$ cat config.mk
export PLATFORM = sky130hd
export DESIGN_NAME = swaf_count_ram
export DESIGN_NICKNAME = d
export VERILOG_FILES = /design/src/rtl/swaf_pkg.sv /design/src/rtl/swaf_count_ram.sv
export SDC_FILE = /design/constraint.sdc
export NUM_CORES = 1
export LEC_CHECK = 0
export BUFFER_PORTS_ARGS = -buffer_cell sky130_fd_sc_hd__buf_4
export CAP_MARGIN = 40
export CORE_UTILIZATION = 40
export DETAILED_ROUTE_END_ITERATION = 16
export PLACE_DENSITY_LB_ADDON = 0.2
export SLEW_MARGIN = 10
export SYNTH_ARGS = -nofsm -noshare
export SYNTH_HDL_FRONTEND = slang
export SYNTH_SLANG_ARGS = --single-unit
$ cat constraint.sdc
create_clock -name clk -period 5.1 [get_ports clk]
set_input_delay 0.255 -clock clk [delete_from_list [all_inputs] [get_ports clk]]
set_output_delay 0.255 -clock clk [all_outputs]
set_load 0.03 [all_outputs]
$ cat src/rtl/swaf_pkg.sv
`default_nettype none
// ----------------------------------------------------------------------------
// swaf_pkg
// Shared constants, codes and types of the sliding window anagram finder.
// ----------------------------------------------------------------------------
package swaf_pkg;

  localparam int ALPHABET      = 26;
  localparam int PATTERN_MAX   = 64;
  localparam int POSITION_BITS = 16;

  localparam int LETTER_W = 5;
  localparam int SYM_W    = $clog2(ALPHABET);
  localparam int CNT_W    = $clog2(PATTERN_MAX + 1);
  localparam int RING_AW  = $clog2(PATTERN_MAX);
  localparam int AGREE_W  = $clog2(ALPHABET + 1);

  typedef logic [LETTER_W-1:0]      letter_t;
  typedef logic [SYM_W-1:0]         sym_t;
  typedef logic [CNT_W-1:0]         cnt_t;
  typedef logic [RING_AW-1:0]       ring_addr_t;
  typedef logic [AGREE_W-1:0]       agree_t;
  typedef logic [POSITION_BITS-1:0] pos_t;

  localparam pos_t POS_MAX = '1;

  // Action codes of an input item.
  localparam logic [1:0] ACT_CLEAR   = 2'd0;
  localparam logic [1:0] ACT_PATTERN = 2'd1;
  localparam logic [1:0] ACT_TEXT    = 2'd2;

  // Status codes of a result item.
  localparam logic [1:0] ST_OK         = 2'd0;
  localparam logic [1:0] ST_PAT_FULL   = 2'd1;
  localparam logic [1:0] ST_PAT_LATE   = 2'd2;
  localparam logic [1:0] ST_POS_SAT    = 2'd3;

  // What an item does to the count memories once it reaches write-back.
  typedef enum logic [1:0] {
    OP_NONE,
    OP_CLEAR,
    OP_PATTERN,
    OP_TEXT
  } op_t;

  // One count memory entry of the pattern side: pattern count and the
  // running count of letters that left the window.
  typedef struct packed {
    cnt_t pat;
    cnt_t rem;
  } pat_rem_t;

  typedef struct packed {
    logic en;
    sym_t addr0;
    sym_t addr1;
  } count_rd_t;

  typedef struct packed {
    logic     clr;
    logic     add_we;
    sym_t     add_addr;
    cnt_t     add_data;
    logic     pr_we;
    sym_t     pr_addr;
    pat_rem_t pr_data;
  } count_wr_t;

endpackage
`default_nettype wire

$ cat src/rtl/swaf_count_ram.sv
`default_nettype none
// ----------------------------------------------------------------------------
// swaf_count_ram
// Letter count memories with two read ports, write bypass and valid bits.
// ----------------------------------------------------------------------------
module swaf_count_ram import swaf_pkg::*; (
  input  logic      clk,
  input  logic      rst,
  input  count_rd_t rd,
  input  count_wr_t wr,
  output cnt_t      add0,
  output cnt_t      add1,
  output pat_rem_t  pr0,
  output pat_rem_t  pr1
);

  // Letters that entered the window, counted modulo the counter width.
  cnt_t     add_mem [ALPHABET];
  pat_rem_t pr_mem  [ALPHABET];
  logic [ALPHABET-1:0] add_vld;
  logic [ALPHABET-1:0] pr_vld;

  cnt_t     add0_raw, add1_raw;
  pat_rem_t pr0_raw, pr1_raw;
  logic     add0_vld, add1_vld, pr0_vld, pr1_vld;
  logic     add0_hit, add1_hit, pr0_hit, pr1_hit;
  cnt_t     add_byp;
  pat_rem_t pr_byp;
  logic     clr_seen;

  always_ff @(posedge clk) begin
    if (rst) begin
      add_vld <= '0;
      pr_vld  <= '0;
    end else if (wr.clr) begin
      add_vld <= '0;
      pr_vld  <= '0;
    end else begin
      if (wr.add_we) begin
        add_vld[wr.add_addr] <= 1'b1;
      end
      if (wr.pr_we) begin
        pr_vld[wr.pr_addr] <= 1'b1;
      end
    end
  end

  always_ff @(posedge clk) begin
    if (wr.add_we) begin
      add_mem[wr.add_addr] <= wr.add_data;
    end
    if (wr.pr_we) begin
      pr_mem[wr.pr_addr] <= wr.pr_data;
    end
  end

  // A write that lands on the same edge as a read is caught here, so the
  // read port always sees the most recent value.
  always_ff @(posedge clk) begin
    if (rd.en) begin
      add0_raw <= add_mem[rd.addr0];
      add1_raw <= add_mem[rd.addr1];
      pr0_raw  <= pr_mem[rd.addr0];
      pr1_raw  <= pr_mem[rd.addr1];
      add0_vld <= add_vld[rd.addr0];
      add1_vld <= add_vld[rd.addr1];
      pr0_vld  <= pr_vld[rd.addr0];
      pr1_vld  <= pr_vld[rd.addr1];
      add0_hit <= wr.add_we && (wr.add_addr == rd.addr0);
      add1_hit <= wr.add_we && (wr.add_addr == rd.addr1);
      pr0_hit  <= wr.pr_we && (wr.pr_addr == rd.addr0);
      pr1_hit  <= wr.pr_we && (wr.pr_addr == rd.addr1);
      add_byp  <= wr.add_data;
      pr_byp   <= wr.pr_data;
      clr_seen <= wr.clr;
    end
  end

  always_comb begin
    add0 = clr_seen ? '0 : add0_hit ? add_byp : add0_vld ? add0_raw : '0;
    add1 = clr_seen ? '0 : add1_hit ? add_byp : add1_vld ? add1_raw : '0;
    pr0  = clr_seen ? '0 : pr0_hit  ? pr_byp  : pr0_vld  ? pr0_raw  : '0;
    pr1  = clr_seen ? '0 : pr1_hit  ? pr_byp  : pr1_vld  ? pr1_raw  : '0;
  end

endmodule
`default_nettype wire

# Word-level counts from Yosys, hierarchy flattened
# Memory sizes are Yosys's and may differ from the RTL's. A register that Yosys moved wholly into a read port is not among the register bits.
# Cells that the tools add are included.
[totals]
input_bits = 47
ff_bits = 82
latchBits = 0
ram_bits = 546
romBits = 0
output_inout_bits = 42
word_cells = 63
mem_count = 2
[memory_table]
columns = ["memory", "depth", "width", "read_ports", "rd_clocked_by_memory_dff", "write_ports", "line", "source"]
rows = [
  ["pr_mem", 26, 14, 2, 2, 1, "swaf_count_ram.sv:19", "pat_rem_t pr_mem [ALPHABET];"],
  ["add_mem", 26, 7, 2, 2, 1, "swaf_count_ram.sv:18", "cnt_t add_mem [ALPHABET];"],
]
[classes]
n_bitwise = 2
eq_ne = 4
shift = 0
mul = 0
n_mux = 28
n_lt_le_gt_ge = 6
n_addsub = 0
div = 0
n_reduce_logical = 7
[op_table]
columns = ["operator", "n"]
rows = [
  ["2-to-1 mux 14 bit", 6],
  ["OR 26 bit", 2],
  ["2-to-1 mux 7 bit", 6],
  ["less-than comparator 5 x 6 -> 1 bit (second input constant)", 4],
  ["binary-select mux 1 bit (select 5 bit)", 4],
  ["== test 5 bit", 4],
  ["demux 1 bit (select 5 bit)", 2],
  [">= comparator 5 x 1 -> 1 bit (second input constant)", 2],
  ["2-to-1 mux 1 bit", 10],
  ["logical AND 1 bit", 6],
  ["OR reduction 2 bit", 1],
]

# Longest topological paths before layout
[logic_depth]
word_depth = 5
ltp_mapped = 7
depth_no_buf = 4

# Worst setup path after synthesis
# No wires, ideal clock.
[synth_path]
kind = "input to register"
startpoint = "input wr[18] (netlist bit)"
endpoint = "memory pr_mem[18][0] (netlist bit) (enable)"
setup_ns = 0.386
n_path_buf = 1
stages = 3
arrival_ns = 1.678
setup_slack_ns = 3.036
required_time_ns = 4.714
path_cell_list = "clkbuf_1 > or3b_2 > nor2_1"
[synth_rtl]
columns = ["element", "line", "source"]
rows = [
  ["start, declared", "swaf_count_ram.sv:10", "input count_wr_t wr,"],
  ["end, declared", "swaf_count_ram.sv:19", ""],
]
# Straight into the memory's write port.

==> summary.txt <==
Clock network
  – Inserted Clock Buffers: 71
  – Clock sinks: 670
  – Htree depth: 3
  – Clock transition at path regs: 0.06 ns
  – Clk_lat worst skew: 0.61 ns
  – CTS tree: built
  – CTS root buf: clkbuf_16
  – Number of buffers inserted by post-CTS setup repair: 0
  – Max clock buf depth: 3

Global route
  – GRT Resource Usage Total: 24.7%
  – Largest net degree at the start of global routing: 78
  – First-pass GRT wire length: 138 mm
  – Antenna violations before repair: 3
  – Total gr overflow: 0
  – Vias in the first global route: 19305

Run status
  – Outcome: complete, no violations

Power
  – P_sw: 2.94 mW
  – PwrDens: 350 nW/um^2
  – Peak supply drop: 0.201 mV
  – Flop pwr share: 50.0%
  – Leakage: 12.0 nW
  – Comb pwr share: 9.2%
  – Clk network pwr share: 40.8%
  – Final Power: 12.3 mW
  – Sw frac: 23.8%
  – Internal Power: 9.40 mW

Detailed routing
  – Vias per std cell: 6.18
  – Met1 Routed Length: 40.8 mm
  – Via Count: 19523
  – DRT Pass-1 Iters: 6
  – Met2 wire length: 43.9 mm
  – First-iteration detailed-routing DRC count: 2296
  – Drt drc: 0
  – Average routed wire per standard cell: 30.8 microns
  – Routed WL: 97.2 mm
  – Met3 wire len: 10.2 mm
  – Top layer in use: met5
  – Final ANT Viol Nets: 0

Place
  – Dpl cells: 3024
  – DP HPWL: 63.2 mm
  – # port buffers: 88
  – Worst slack, placed: 2.03 ns
  – Final GP Congestion: 0.891

Yosys
  – Post-Synthesis Cell Area: 30900 sq um
  – Cell count after synthesis: 1974
  – Net Count, Synth: 2021
  – Mux cell area share after synthesis: 20.6%
  – Largest family of logic cells by synthesized area: multiplexers
  – Post-synthesis adder-cell area fraction: 0%
  – Synthesized area per cell: 15.6 sq um
  – Yosys cell types: 37
  – Seq cells post-synth: 670
  – Simple-gate area share of the yosys netlist: 3.59%
  – Synth Area in Compound Gates: 9.29%
  – Register area share after synthesis: 63.4%
  – Xor/xnor share of the synthesized area: 0.567%
  – YS warnings: 0

Worst setup path
  – Critical path origin: pr1_hit
  – FF-to-FF End: pr0_raw[4]
  – R2r startpoint: pr_mem[19][4]
  – Critical path type: register to primary output
  – CP Capture Point: pr1[2]
  – Worst Path Max Fanout: 16
  – Reg2Reg Setup Slack: 3.11 ns
  – CP Launch Type: register
  – Critical path data arrival time: 2.65 ns
  – R2R cell count: 3
  – CP Capture Type: primary output
  – Worst path required time: 4.85 ns

Finish
  – Antenna diodes: 0
  – Fin nets: 2120
  – Synthesis-to-finish area growth: 14.2%
  – Final non-filler cell total: 3158
  – Layout cell share with drive strength beyond 1: 22.2%

Die
  – Full die area: 78300 sq um
  – Io pins: 89
  – Chip width: 280 microns
  – Core Region: 76200 sq um
  – Initial Utilization: 40.5%
  – Height of the die: 280 microns
  – Num rows: 101

Timing
  – Worst Tran Pin Value: 0.894 ns
  – Hold WS: 0.0486 ns
  – Rel. slew slack: 40.2%
  – PnR worst setup slack: 2.20 ns
  – Final setup viols: 0
  – Clk_skew: 0.0170 ns
  – Slew Limit Fails: 0
  – FMAX: 344 MHz
  – Hold Violations, Final: 0
  – Unrepaired setup endpoints after global routing: no
  – Setup TNS: 0 ns
  – Fin crit share: 56.9%
  – Fin crit period: 2.90 ns

Min path
  – Min-Delay Path Class: input pin to register

Job
  – Total of max-cap violations: 0
-- Yosys cell counts, drive strengths merged --
library cell	count	share of area, %
a211oi	44	1.1
a21oi	52	0.84
a221oi	23	0.65
a22oi	115	2.8
a311oi	2	0.057
a31oi	33	0.67
a32oi	21	0.60
and2	5	0.10
and3	4	0.081
buf	71	1.5
clkbuf	85	1.0
dfxtp	52	3.4
edfxtp	618	60
inv	1	0.012
mux2	31	1.1
mux2i	293	9.5
mux4	137	10
nand2	76	0.92
nand2b	2	0.040
nand3	11	0.18
nand3b	12	0.29
nor2	114	1.4
nor2b	10	0.20
nor4	6	0.12
o21a	52	1.3
o21ai	38	0.62
o22ai	36	0.73
or3	2	0.040
or3b	8	0.23
xnor2	4	0.11
xor2	16	0.45
-- how the worst min path moves through the flow --
stage                           start            end  slack [ns]  depth (start not counted)
after global routing            wr[1]  pr_mem[15][1]        0.05                          1
after global placement    add_vld[14]    add_vld[14]        0.46                          1
after CTS                       wr[1]  pr_mem[15][1]        0.02                          1
after detailed placement       wr[33]       clr_seen        0.47                          1
final                           wr[1]  pr_mem[15][1]        0.05                          1
after floorplan                wr[20]     add_byp[0]        0.35                          0
-- stage by stage --
step                cell area [sq um]  util [%]
global placement                32700      42.8
global route                    35300      46.3
floorplan                       30900         -
detailed placement              33000      43.3
finish                          35300      46.3
CTS                             35300      46.3
-- per-layer routing --
metal  global-route usage [%]  up-vias
li1                         -     8219
met1                     34.8    10229
met2                     37.4      937
met3                     6.80      132
met4                     6.66        6
met5                     1.31        -
-- worst max-delay path, cell delays in order (launching register included) --
cell and delay (ns):
edfxtp_1 0.39, buf_4 0.24, nor2b_2 0.73, a22oi_1 0.30, nor2_1 0.17, buf_4 0.18
-- state kept, by name, indices dropped and copies added (netlist names), 7 cells and up --
signal and cells:
add0_raw 7, add1_raw 7, pr_mem 364, pr_vld 26, add_byp 7, pr0_raw 14
add_vld 26, pr_byp 14, pr1_raw 14, add_mem 182
-- placed cells by master, fill, tap and decap left out, types with 44 or more instances in the layout --
cell,instances
mux2i_1,293
buf_4,153
a211oi_1,44
nand2_1,76
mux4_2,137
a21oi_1,52
nor2_1,96
dfxtp_1,52
clkbuf_16,73
a22oi_1,115
edfxtp_1,618
o21a_1,52
-- timing repair --
item	in CTS	in global routing
resized for setup	0	0
hold endpoints to repair	4	0
hold buffers	3	0
-- cell families (layout without fill, tap and decap cells) --
family | after synthesis | in the layout
flip-flops | 670 | 670
multiplexers | 461 | 461
AO/OA/AOI/OAI | 416 | 416
AND/OR/NAND/NOR | 250 | 250
buffers and inverters | 157 | 311
XOR/XNOR | 20 | 20
-- power by group through the flow --
stage / Sequential (mW) / Clock (mW) / Combinational (mW)
floorplan: 6.26 / 0 / 0.650
global placement: 6.28 / 0 / 1.09
detailed placement: 6.28 / 0 / 1.12
CTS: 6.17 / 5.12 / 1.12
global route: 6.18 / 5.30 / 1.19
finish: 6.17 / 5.04 / 1.13
-- final cells by class --
| type | count | area [sq um] |
|---|---|---|
| multi-input combinational | 1147 | 10600 |
| inverter | 1 | 3.75 |
| sequential | 670 | 19600 |
| clock inverter | 29 | 253 |
| fill | 6594 | 40900 |
| timing repair buffer | 182 | 1580 |
| clock buffer | 99 | 1960 |
| tap | 1030 | 1290 |
(Power assumes the default switching activity.)
